[config.mk]
export PLATFORM = sky130hd
export DESIGN_NAME = pad_slot_tracker_with_key_repeat
export DESIGN_NICKNAME = d
export VERILOG_FILES = /design/src/rtl/pst_pkg.sv /design/src/rtl/pad_slot_tracker_with_key_repeat.sv /design/src/rtl/pst_ram.sv /design/src/rtl/pst_timer_unit.sv
export SDC_FILE = /design/constraint.sdc
export NUM_CORES = 2
export LEC_CHECK = 0
export BUFFER_PORTS_ARGS = -buffer_cell sky130_fd_sc_hd__buf_4
export CAP_MARGIN = 10
export CORE_MARGIN = 5
export CORE_UTILIZATION = 25
export DETAILED_ROUTE_END_ITERATION = 12
export PLACE_DENSITY = 0.4
export SYNTH_ARGS = -nofsm -noshare
export SYNTH_HDL_FRONTEND = slang
export SYNTH_SLANG_ARGS = --single-unit
[constraint.sdc]
create_clock -name clk -period 21.5 [get_ports clk]
set_input_delay 3.225 -clock clk [delete_from_list [all_inputs] [get_ports clk]]
set_output_delay 3.225 -clock clk [all_outputs]
set_load 0.02 [all_outputs]
[src/rtl/pst_pkg.sv]
// ----------------------------------------------------------------------------
// pst_pkg: shared types and constants
// Request codes, status codes, sequencer states, config addresses and defaults.
// ----------------------------------------------------------------------------
package pst_pkg;
  localparam int SLOTS_DEF   = 4;
  localparam int BUTTONS_DEF = 32;
  localparam int TW          = 24;
  localparam int DW          = 20;
  localparam logic [TW-1:0] TIMER_MAX = {TW{1'b1}};

  typedef enum logic [1:0] {
    REQ_TICK = 2'd0, REQ_CONN = 2'd1, REQ_PKT = 2'd2, REQ_DISC = 2'd3
  } req_t;

  typedef enum logic [1:0] {
    ST_OK = 2'd0, ST_NONE = 2'd1, ST_STALE = 2'd2
  } status_t;

  typedef enum logic [2:0] {
    S_IDLE, S_SRCH, S_RD, S_WAIT, S_BTN, S_EMIT, S_CLR
  } state_t;

  localparam logic [1:0] A_EN    = 2'd0;
  localparam logic [1:0] A_FIRST = 2'd1;
  localparam logic [1:0] A_INTV  = 2'd2;
endpackage

[src/rtl/pad_slot_tracker_with_key_repeat.sv]
// ----------------------------------------------------------------------------
// pad_slot_tracker_with_key_repeat: remote pad slot table with key repeat
// Slot binding, sequenced key packets and typematic repeat per button.
// ----------------------------------------------------------------------------
// Input channel in_valid/in_stall carries one request; results leave on
// out_valid/out_stall, last marking the final result of a request.
// Connect, packet and disconnect search slots one per cycle and give one
// result; disconnect also sweeps the slot's timers. A tick walks every
// slot and button through the one timer unit and timer RAM: read, read
// wait and write back per button, with one result per slot.
// A new request is taken only after the last result transfer of the
// previous one.
// Reset clears all slots; the timer RAM is cleared by a pass of one cycle
// per RAM word (SLOTS*BUTTONS at the default sizes), during which in_stall
// is high.
// When the receiver stalls, the result holds, a tick waits at its next
// result and no new request is taken.
// Configuration writes go through the cfg_ APB port; the user is to write only when idle, not enforced by the block.
// ----------------------------------------------------------------------------
module pad_slot_tracker_with_key_repeat
  import pst_pkg::*;
#(
  parameter int SLOTS   = SLOTS_DEF,
  parameter int BUTTONS = BUTTONS_DEF
) (
  input  logic        clk,
  input  logic        rst_n,
  input  logic        in_valid,
  output logic        in_stall,
  input  logic [1:0]  in_req_type,
  input  logic [31:0] in_client_id,
  input  logic [31:0] in_sequence_req,
  input  logic [31:0] in_key_bits,
  input  logic [15:0] in_elapsed,
  output logic        out_valid,
  input  logic        out_stall,
  output logic [1:0]  out_slot,
  output logic        out_slot_active,
  output logic [31:0] out_buttons_now,
  output logic [31:0] out_buttons_prev,
  output logic [31:0] out_buttons_repeat,
  output logic [31:0] out_raw_now,
  output logic [1:0]  out_status,
  output logic        out_last,
  input  logic        cfg_psel,
  input  logic        cfg_penable,
  input  logic        cfg_pwrite,
  input  logic [3:0]  cfg_paddr,
  input  logic [31:0] cfg_pwdata,
  output logic [31:0] cfg_prdata,
  output logic        cfg_pready
);
  localparam int SW = (SLOTS > 1) ? $clog2(SLOTS) : 1;
  localparam int BW = (BUTTONS > 1) ? $clog2(BUTTONS) : 1;
  localparam int AW = SW + BW;
  localparam int DEPTH = 1 << AW;
  localparam int CW = $clog2(DEPTH + 1);
  localparam logic [BUTTONS-1:0] BM = {BUTTONS{1'b1}};

  logic          en_r;
  logic [DW-1:0] first_r, intv_r;
  logic          cfg_wr;
  assign cfg_pready = 1'b1;
  assign cfg_wr = cfg_psel && cfg_penable && cfg_pwrite;
  always_ff @(posedge clk) begin
    if (!rst_n) begin
      en_r <= 1'b1;
      first_r <= DW'(8000);
      intv_r <= DW'(1600);
    end else if (cfg_wr) begin
      unique case (cfg_paddr[3:2])
        A_EN:    en_r <= cfg_pwdata[0];
        A_FIRST: first_r <= cfg_pwdata[DW-1:0];
        A_INTV:  intv_r <= cfg_pwdata[DW-1:0];
        default: ;
      endcase
    end
  end
  always_comb begin
    unique case (cfg_paddr[3:2])
      A_EN:    cfg_prdata = {31'd0, en_r};
      A_FIRST: cfg_prdata = {{(32-DW){1'b0}}, first_r};
      A_INTV:  cfg_prdata = {{(32-DW){1'b0}}, intv_r};
      default: cfg_prdata = '0;
    endcase
  end

  logic [SLOTS-1:0]   act_r;
  logic [31:0]        id_r [SLOTS];
  logic [31:0]        seq_r [SLOTS];
  logic [BUTTONS-1:0] held_r [SLOTS];
  logic [BUTTONS-1:0] prior_r [SLOTS];
  logic [BUTTONS-1:0] once_r [SLOTS];
  logic [BUTTONS-1:0] fire_r [SLOTS];

  state_t        st_r, st_nxt;
  req_t          req_r;
  logic [31:0]   cid_r, cseq_r;
  logic [BUTTONS-1:0] keys_r, fire_acc_r;
  logic [15:0]   el_r;
  logic [SW-1:0] s_r;
  logic [BW-1:0] b_r;
  logic [CW-1:0] clr_r;

  logic          ov_r;
  logic [1:0]    o_slot_r, o_status_r;
  logic          o_act_r, o_last_r;
  logic [31:0]   o_now_r, o_prev_r, o_rep_r, o_raw_r;

  logic          ram_we;
  logic [AW-1:0] ram_addr;
  logic [TW-1:0] ram_wd, ram_rd;
  logic [TW-1:0] t_nxt;
  logic          t_fire, t_once;

  pst_ram #(.WIDTH(TW), .DEPTH(DEPTH)) u_ram (
    .clk(clk), .we(ram_we), .addr(ram_addr), .wdata(ram_wd), .rdata(ram_rd)
  );

  pst_timer_unit u_tu (
    .timer(ram_rd), .elapsed(el_r), .held(held_r[s_r][b_r]),
    .prior(prior_r[s_r][b_r]), .once(once_r[s_r][b_r]),
    .first_delay(first_r), .interval(intv_r),
    .timer_nxt(t_nxt), .fire(t_fire), .once_nxt(t_once)
  );

  logic in_acc, out_acc, s_last, b_last, hit_conn, hit_act;
  assign in_stall = (st_r != S_IDLE) || ov_r || (clr_r != '0);
  assign in_acc = in_valid && !in_stall;
  assign out_acc = ov_r && !out_stall;
  assign out_valid = ov_r;
  assign s_last = (s_r == SW'(SLOTS - 1));
  assign b_last = (b_r == BW'(BUTTONS - 1));
  assign hit_conn = (id_r[s_r] == cid_r) || !act_r[s_r];
  assign hit_act = act_r[s_r] && (id_r[s_r] == cid_r);

  logic [AW-1:0] cur_addr;
  assign cur_addr = {s_r, b_r};

  always_comb begin
    st_nxt = st_r;
    ram_we = 1'b0;
    ram_addr = cur_addr;
    ram_wd = '0;
    unique case (st_r)
      S_IDLE: if (in_acc) st_nxt = (in_req_type == REQ_TICK) ? S_RD : S_SRCH;
      S_SRCH: begin
        if ((req_r == REQ_CONN) ? hit_conn : hit_act) begin
          st_nxt = (req_r == REQ_DISC) ? S_CLR : S_EMIT;
        end else if (s_last) begin
          st_nxt = S_EMIT;
        end
      end
      S_RD:   st_nxt = S_WAIT;
      S_WAIT: st_nxt = S_BTN;
      S_BTN: begin
        ram_we = 1'b1;
        ram_wd = t_nxt;
        st_nxt = b_last ? S_EMIT : S_RD;
      end
      S_EMIT: if (!ov_r) st_nxt = (req_r == REQ_TICK && !s_last) ? S_RD : S_IDLE;
      S_CLR: begin
        ram_we = 1'b1;
        st_nxt = b_last ? S_EMIT : S_CLR;
      end
      default: st_nxt = S_IDLE;
    endcase
    if (clr_r != '0) begin
      ram_we = 1'b1;
      ram_addr = AW'(clr_r - 1'b1);
      ram_wd = '0;
    end
  end

  logic found_r;
  always_ff @(posedge clk) begin
    if (!rst_n) begin
      st_r <= S_IDLE;
      ov_r <= 1'b0;
      clr_r <= CW'(DEPTH);
      act_r <= '0;
      for (int i = 0; i < SLOTS; i++) begin
        id_r[i] <= '0; seq_r[i] <= '0; held_r[i] <= '0;
        prior_r[i] <= '0; once_r[i] <= '0; fire_r[i] <= '0;
      end
    end else begin
      st_r <= (clr_r != '0) ? S_IDLE : st_nxt;
      if (clr_r != '0) clr_r <= clr_r - 1'b1;
      if (out_acc) ov_r <= 1'b0;
      unique case (st_r)
        S_IDLE: if (in_acc && clr_r == '0) begin
          req_r <= req_t'(in_req_type);
          cid_r <= in_client_id;
          cseq_r <= in_sequence_req;
          keys_r <= in_key_bits[BUTTONS-1:0] & BM;
          el_r <= in_elapsed;
          s_r <= '0; b_r <= '0;
          fire_acc_r <= '0;
          found_r <= 1'b0;
        end
        S_SRCH: begin
          if ((req_r == REQ_CONN) ? hit_conn : hit_act) begin
            found_r <= 1'b1;
            unique case (req_r)
              REQ_CONN: begin
                act_r[s_r] <= 1'b1; id_r[s_r] <= cid_r; seq_r[s_r] <= '0;
              end
              REQ_PKT: if (seq_r[s_r] < cseq_r) begin
                held_r[s_r] <= keys_r; seq_r[s_r] <= cseq_r;
              end
              default: begin
                act_r[s_r] <= 1'b0; id_r[s_r] <= '0; seq_r[s_r] <= '0;
                held_r[s_r] <= '0; prior_r[s_r] <= '0;
                once_r[s_r] <= '0; fire_r[s_r] <= '0;
              end
            endcase
          end else if (!s_last) begin
            s_r <= s_r + 1'b1;
          end
          if (req_r == REQ_PKT && hit_act && !(seq_r[s_r] < cseq_r))
            o_status_r <= ST_STALE;
          else
            o_status_r <= ST_OK;
        end
        S_BTN: begin
          fire_acc_r[b_r] <= t_fire;
          once_r[s_r][b_r] <= t_once;
          if (!b_last) b_r <= b_r + 1'b1;
        end
        S_CLR: if (!b_last) b_r <= b_r + 1'b1;
        S_EMIT: if (!ov_r) begin
          ov_r <= 1'b1;
          if (req_r == REQ_TICK) begin
            o_slot_r <= 2'(s_r);
            o_act_r <= act_r[s_r];
            o_now_r <= en_r ? 32'(held_r[s_r]) : '0;
            o_prev_r <= en_r ? 32'(prior_r[s_r]) : '0;
            o_rep_r <= en_r ? 32'(fire_acc_r) : '0;
            o_raw_r <= 32'(held_r[s_r]);
            o_status_r <= ST_OK;
            o_last_r <= s_last;
            fire_r[s_r] <= fire_acc_r;
            prior_r[s_r] <= held_r[s_r];
            fire_acc_r <= '0;
            b_r <= '0;
            if (!s_last) s_r <= s_r + 1'b1;
          end else begin
            o_last_r <= 1'b1;
            if (found_r) begin
              o_slot_r <= 2'(s_r);
              o_act_r <= act_r[s_r];
              o_now_r <= en_r ? 32'(held_r[s_r]) : '0;
              o_prev_r <= en_r ? 32'(prior_r[s_r]) : '0;
              o_rep_r <= en_r ? 32'(fire_r[s_r]) : '0;
              o_raw_r <= 32'(held_r[s_r]);
            end else begin
              o_slot_r <= '0; o_act_r <= 1'b0; o_now_r <= '0;
              o_prev_r <= '0; o_rep_r <= '0; o_raw_r <= '0;
              o_status_r <= ST_NONE;
            end
          end
        end
        default: ;
      endcase
    end
  end

  assign out_slot = o_slot_r;
  assign out_slot_active = o_act_r;
  assign out_buttons_now = o_now_r;
  assign out_buttons_prev = o_prev_r;
  assign out_buttons_repeat = o_rep_r;
  assign out_raw_now = o_raw_r;
  assign out_status = o_status_r;
  assign out_last = o_last_r;

  a_stall_busy: assert property (@(posedge clk) disable iff (!rst_n)
    (st_r != S_IDLE) |-> in_stall) else $error("accept while busy");
  a_out_hold: assert property (@(posedge clk) disable iff (!rst_n)
    (ov_r && out_stall) |=> (ov_r && $stable(o_slot_r))) else $error("result lost");
  a_none_zero: assert property (@(posedge clk) disable iff (!rst_n)
    (ov_r && o_status_r == ST_NONE) |-> (o_raw_r == '0 && o_last_r))
    else $error("empty result not clean");
endmodule

[src/rtl/pst_ram.sv]
// ----------------------------------------------------------------------------
// pst_ram: generic single-port RAM
// One access per cycle, registered read data (old contents on a write).
// ----------------------------------------------------------------------------
module pst_ram #(
  parameter int WIDTH = 24,
  parameter int DEPTH = 128
) (
  input  logic                     clk,
  input  logic                     we,
  input  logic [$clog2(DEPTH)-1:0] addr,
  input  logic [WIDTH-1:0]         wdata,
  output logic [WIDTH-1:0]         rdata
);
  logic [WIDTH-1:0] mem [DEPTH];
  always_ff @(posedge clk) begin
    if (we) mem[addr] <= wdata;
    rdata <= mem[addr];
  end
endmodule

[src/rtl/pst_timer_unit.sv]
// ----------------------------------------------------------------------------
// pst_timer_unit: shared per-button repeat step
// Saturating add, limit compare and subtract for one button timer.
// ----------------------------------------------------------------------------
module pst_timer_unit
  import pst_pkg::*;
(
  input  logic [TW-1:0] timer,
  input  logic [15:0]   elapsed,
  input  logic          held,
  input  logic          prior,
  input  logic          once,
  input  logic [DW-1:0] first_delay,
  input  logic [DW-1:0] interval,
  output logic [TW-1:0] timer_nxt,
  output logic          fire,
  output logic          once_nxt
);
  logic [TW:0]   sum;
  logic [TW-1:0] sat, lim;
  always_comb begin
    sum = {1'b0, timer} + {{(TW-15){1'b0}}, elapsed};
    sat = sum[TW] ? TIMER_MAX : sum[TW-1:0];
    lim = once ? {{(TW-DW){1'b0}}, interval} : {{(TW-DW){1'b0}}, first_delay};
    timer_nxt = '0;
    fire = 1'b0;
    once_nxt = 1'b0;
    if (held) begin
      timer_nxt = sat;
      once_nxt = once;
      if (!prior) begin
        fire = 1'b1;
      end else if (sat > lim) begin
        fire = 1'b1;
        once_nxt = 1'b1;
        timer_nxt = sat - lim;
      end
    end
  end
endmodule
# [After elaboration in Yosys (flattened, before gate mapping)]
# Memory sizes are Yosys's and may differ from the RTL's. A register that Yosys moved wholly into a read port is not among the register bits.
# Index checks and enable logic that the tools add are counted.
[totals] reg_bits=345 mem_bits_rw=3840 inputBits=157 out_inout_bits=169 wordCells=334 n_memories=7
[memory_table] memory="u_ram.mem" depth=128 width=24 rd=1 rd_clocked_by_memory_dff=1 wr=1 line_no="pst_ram.sv:15" source="logic [WIDTH-1:0] mem [DEPTH];"
[memory_table] memory="fire_r" depth=4 width=32 rd=1 rd_clocked_by_memory_dff=1 wr=4 line_no="pad_slot_tracker_with_key_repeat.sv:94" source="logic [BUTTONS-1:0] fire_r [SLOTS];"
[memory_table] memory="held_r" depth=4 width=32 rd=1 rd_clocked_by_memory_dff=1 wr=4 line_no="pad_slot_tracker_with_key_repeat.sv:91" source="logic [BUTTONS-1:0] held_r [SLOTS];"
[memory_table] memory="id_r" depth=4 width=32 rd=1 rd_clocked_by_memory_dff=1 wr=4 line_no="pad_slot_tracker_with_key_repeat.sv:89" source="logic [31:0] id_r [SLOTS];"
[memory_table] memory="once_r" depth=4 width=32 rd=1 rd_clocked_by_memory_dff=1 wr=4 line_no="pad_slot_tracker_with_key_repeat.sv:93" source="logic [BUTTONS-1:0] once_r [SLOTS];"
[memory_table] memory="prior_r" depth=4 width=32 rd=1 rd_clocked_by_memory_dff=1 wr=4 line_no="pad_slot_tracker_with_key_repeat.sv:92" source="logic [BUTTONS-1:0] prior_r [SLOTS];"
[memory_table] memory="1 more memories"
[op_classes] add_sub_neg=5 order_cmp=6 eq_ne=23 mux=173 bitwise_logic=44 reduce_logical=52
[op_table] operator="32-bit two-way mux" n=29
[op_table] operator="32-bit OR reduction" n=6
[op_table] operator="24-bit two-way mux" n=6
[op_table] operator="32-bit one-hot mux with 3 select lines" n=1
[op_table] operator="1-bit two-way mux" n=85
[op_table] operator="20-bit one-hot mux with 3 select lines" n=1
[op_table] operator="2-bit two-way mux" n=27
[op_table] operator="1-bit bitwise OR" n=38
[op_table] operator="32-bit bitwise mux" n=1
[op_table] operator="32-bit == test" n=1
[op_table] operator="32-bit less-than comparator" n=1
[op_table] operator="24-bit by 16-bit adder with 25-bit output" n=1
[op_table] operator="24-bit greater-than comparator" n=1
[op_table] operator="24-bit subtractor" n=1
[op_table] operator="3-bit one-hot mux with 7 select lines" n=1
[op_table] operator="20-bit two-way mux" n=1
[op_table] operator="5-bit two-way mux" n=4
[op_table] operator="1-bit binary-select mux with 5-bit select" n=3
[op_table] operator="3-bit two-way mux" n=5
[op_table] operator="5-bit one-hot mux with 3 select lines" n=1
[op_table] operator="2-bit inequality test (second input constant)" n=7
[op_table] operator="3-bit AND reduction" n=4
[op_table] operator="6-bit AND reduction" n=2
[op_table] operator="3-bit nonzero test" n=4
[op_table] operator="other kinds (38)" n=72

# [Longest topological paths before layout]
[depth] ltp_word=13 mapped_depth=26 mapped_depth_nobuf=20

# [Cells and area by module]
# Synthesis repeated with hierarchy kept, for this count alone.
[hier_totals] hier_cells=10734 area_unflattened_um2=170263.3
[modules_own_cells] module="pst_ram" n_inst=1 cells_per_inst=6798 area_each_um2=118118.3 seq_area_each_um2=92728.9
[modules_own_cells] module="pad_slot_tracker_with_key_repeat" n_inst=1 cells_per_inst=3507 area_each_um2=49137.1 seq_area_each_um2=32891.5
[modules_own_cells] module="pst_timer_unit" n_inst=1 cells_per_inst=429 area_each_um2=3007.9 seq_area_each_um2=0.0

# [Worst setup path after synthesis]
# Ideal clock, no wire load.
[synth_timing] path_type="input port to flip-flop" from="input port rst_n" to="memory fire_r[3][0] (netlist bit), enable pin" setup_ns=0.511 arrival_ns=17.579 required_time_ns=20.989 setup_slack_ns=3.410 cell_stages=6 n_path_buf=2 cell_sequence="clkbuf_1 -> inv_1 -> clkbuf_1 -> nor3_1 -> nand2_1 -> a22oi_1"
[synth_rtl] item="from (decl)" line_no="pad_slot_tracker_with_key_repeat.sv:27" source="input logic rst_n,"
[synth_rtl] item="to (decl)" line_no="pad_slot_tracker_with_key_repeat.sv:94"

==> out/qor.txt <==
clock latency on the worst-skew pair: 1060 ps
max_slew headroom: 5.118%
Final period util: 45.20%
setup TNS: 0 ps
CTS Buf Count: 457
PortBufs: 298
WL/cell: 31.16 um
dpl ws: 11770 ps
CTS tree: done
Yosys top cell area share: 75.93%
GRT overflow: 0
worst-path maximum fanout: 81
Total GRT Usage: 17.41%
Post-CTS Resized: 0
H-Tree Depth: 5
Yosys top cell by area: edfxtp_1
critical path type: reg2reg
P&R area growth vs syn: 18.16%
Arr. time, crit path: 10280 ps
async set or reset register ratio after synthesis: 0%
Req. time, crit path: 22060 ps
number of synthesized flops with an enable pin: 4128
crit path launch type: flip-flop
die height: 818.1 um
non-filler cells, final: 19540
number of global-route vias before repair: 97530
vias: 99580
Post-Place Cells: 18660
drt pass-1 iters: 8
Slew Limit Fails: 0
ANT nets after route: 0
FF-to-FF path depth: 20
Peak VDD IR: 0.0001461 V
P per Cell Area: 131.5 nW/um^2
Fmax achieved: 0.1029 GHz
Yosys reg bits: 4211
top post-synthesis cells by area: edfxtp_1, a222oi_1, mux4_2
worst hold path class: reg2reg
commonest non-fill, non-tap cells in the layout: edfxtp_1, nand2_1, buf_4
ratio of cells with drive above 1 in the final layout: 17.51%
Avg Cell Area, Syn: 16.39 sq um
Final Hold Violating Endpoints: 0
DR iter-0 viols: 12900
Routed WL: 608700 um
Post-CTS Setup Inserts: 0
Synth Cell Area: 163300 sq um
Pleak: 57.10 nW
reg-to-reg critical path endpoint: u_ram.mem[74][3]
largest net degree at the start of global routing: 129
Die W: 818.1 um
clock sinks: 4211
IO Count: 326
crit path capture type: flip-flop
endpoints failing setup: 0
clk_skew: 163.8 ps
global-route wire length before repair: 825200 um
Worst-Margin Slew: 1423 ps
status: completed
initial antenna violation count: 60
Ys Warns: 0
reg-to-reg slack, setup: 11780 ps
Root Buffer: clkbuf_16
CTS max path bufs: 4
Critical Path End: u_ram.mem[74][3]
min cycle time layout: 9718 ps
Max Cap Viol: 0
cells after synthesis: 9958
RSZ-0062 raised after global routing: no
DRC violations left: 0
area of the core: 650300 sq um
Seq/Total Area, Yosys: 76.95%
PnR worst setup slack: 11780 ps
Synth cell types: 102
fin util: 29.66%
Clock transition at path regs: 60 ps
FP Rows: 296
most common cell after layout, fill and taps aside: edfxtp_1
die footprint: 669300 sq um
Most used DFF post-synth: edfxtp_1
routed vias/inst: 5.097
placed wire-length estimate: 359200 um
Routability Congestion: 0.8154
hold buffer count at CTS: 0
Layout Nets: 10710
Initial Util: 25.10%
-- worst min path at each step --
stage | start | end | slack, ps | cells past startpoint
2_1_floorplan | flip-flop | flip-flop | 430 | 2
3_3_place_gp | flip-flop | flip-flop | 440 | 2
3_5_place_dp | flip-flop | flip-flop | 450 | 2
4_1_cts | flip-flop | flip-flop | 460 | 2
5_1_grt | flip-flop | flip-flop | 480 | 2
6_report | flip-flop | flip-flop | 460 | 2
-- state kept, by name, summed over array words and instances, names as in the netlist, 128 cells and up, named ones only --
signal and flops:
fire_r 128, id_r 128, prior_r 128, held_r 128
seq_r 128, once_r 128, u_ram.mem 3072
-- layer usage --
metal / global-route usage [%] / vias to the layer above / wire length (um)
met5: 0 / - / 80
li1: - / 41400 / -
met3: 2.759 / 748 / 47820
met1: 24.52 / 52810 / 262400
met4: 4.284 / 12 / 14900
met2: 28.06 / 4601 / 283500
-- critical path, cell delays in order (launching register included) --
cell and delay, ps:
dfxtp_4 940, mux4_2 630, mux4_2 550, a22o_1 220, a221oi_1 310, and3_2 410, buf_4 450, mux2_2 490
fa_1 460, nor2b_1 120, o21ai_0 120, a21oi_1 310, nor2_1 160, o221ai_1 410, o31ai_1 270, a41oi_4 600
buf_4 560, nor2_1 150, a211oi_4 250, buf_4 590, buf_4 800
-- power breakdown --
part           internal, mW  total [mW]  switching, mW
clock network          4.42        7.79           3.36
logic                  2.12        7.88           5.76
registers              9.53        9.69          0.159
total                  16.1        25.4           9.28
-- cells by family after synthesis --
logic type / Yosys count / share of synthesized area (%)
xor gates and xnor gates: 61 / 0.3273
DFF: 4211 / 76.95
other: 2 / 0.004600
buffers and inverters: 823 / 2.266
muxes: 272 / 3.108
and+or+nand+nor: 2303 / 6.347
adders and majority gates: 79 / 0.6147
AOI/OAI and AO/OA: 2207 / 10.39
-- Yosys cell counts, drive strengths merged (106+ instances only) --
| master | instances |
|---|---|
| edfxtp | 4128 |
| nand2 | 828 |
| nor2 | 752 |
| a222oi | 435 |
| a21oi | 410 |
| clkbuf | 381 |
| a22oi | 331 |
| buf | 320 |
| a221oi | 242 |
| a31oi | 239 |
| a22o | 226 |
| nor3 | 197 |
| mux4 | 187 |
| inv | 120 |
| and2 | 106 |
-- area by class of cell --
class | count | area [sq um]
diodes | 32 | 80.08
inverters | 122 | 457.9
well taps | 8642 | 10810
multi-input cells | 4935 | 35370
clock buffers | 572 | 11990
flip-flops and latches | 4211 | 125600
fillers | 64360 | 457400
repair buffers | 745 | 5818
clock inverters | 276 | 2751
-- metrics by stage --
stage                     hold slack (ps)  cell area, sq um  power [mW]
after floorplan                     431.6            163300       13.42
after global placement              439.4            178100       17.70
after detailed placement            453.5            178100       17.72
after CTS                           461.4            192800       25.53
after global routing                475.7            192800       26.18
final                               463.8            192900       25.36
No activity file was read; power rests on OpenSTA's default activity.
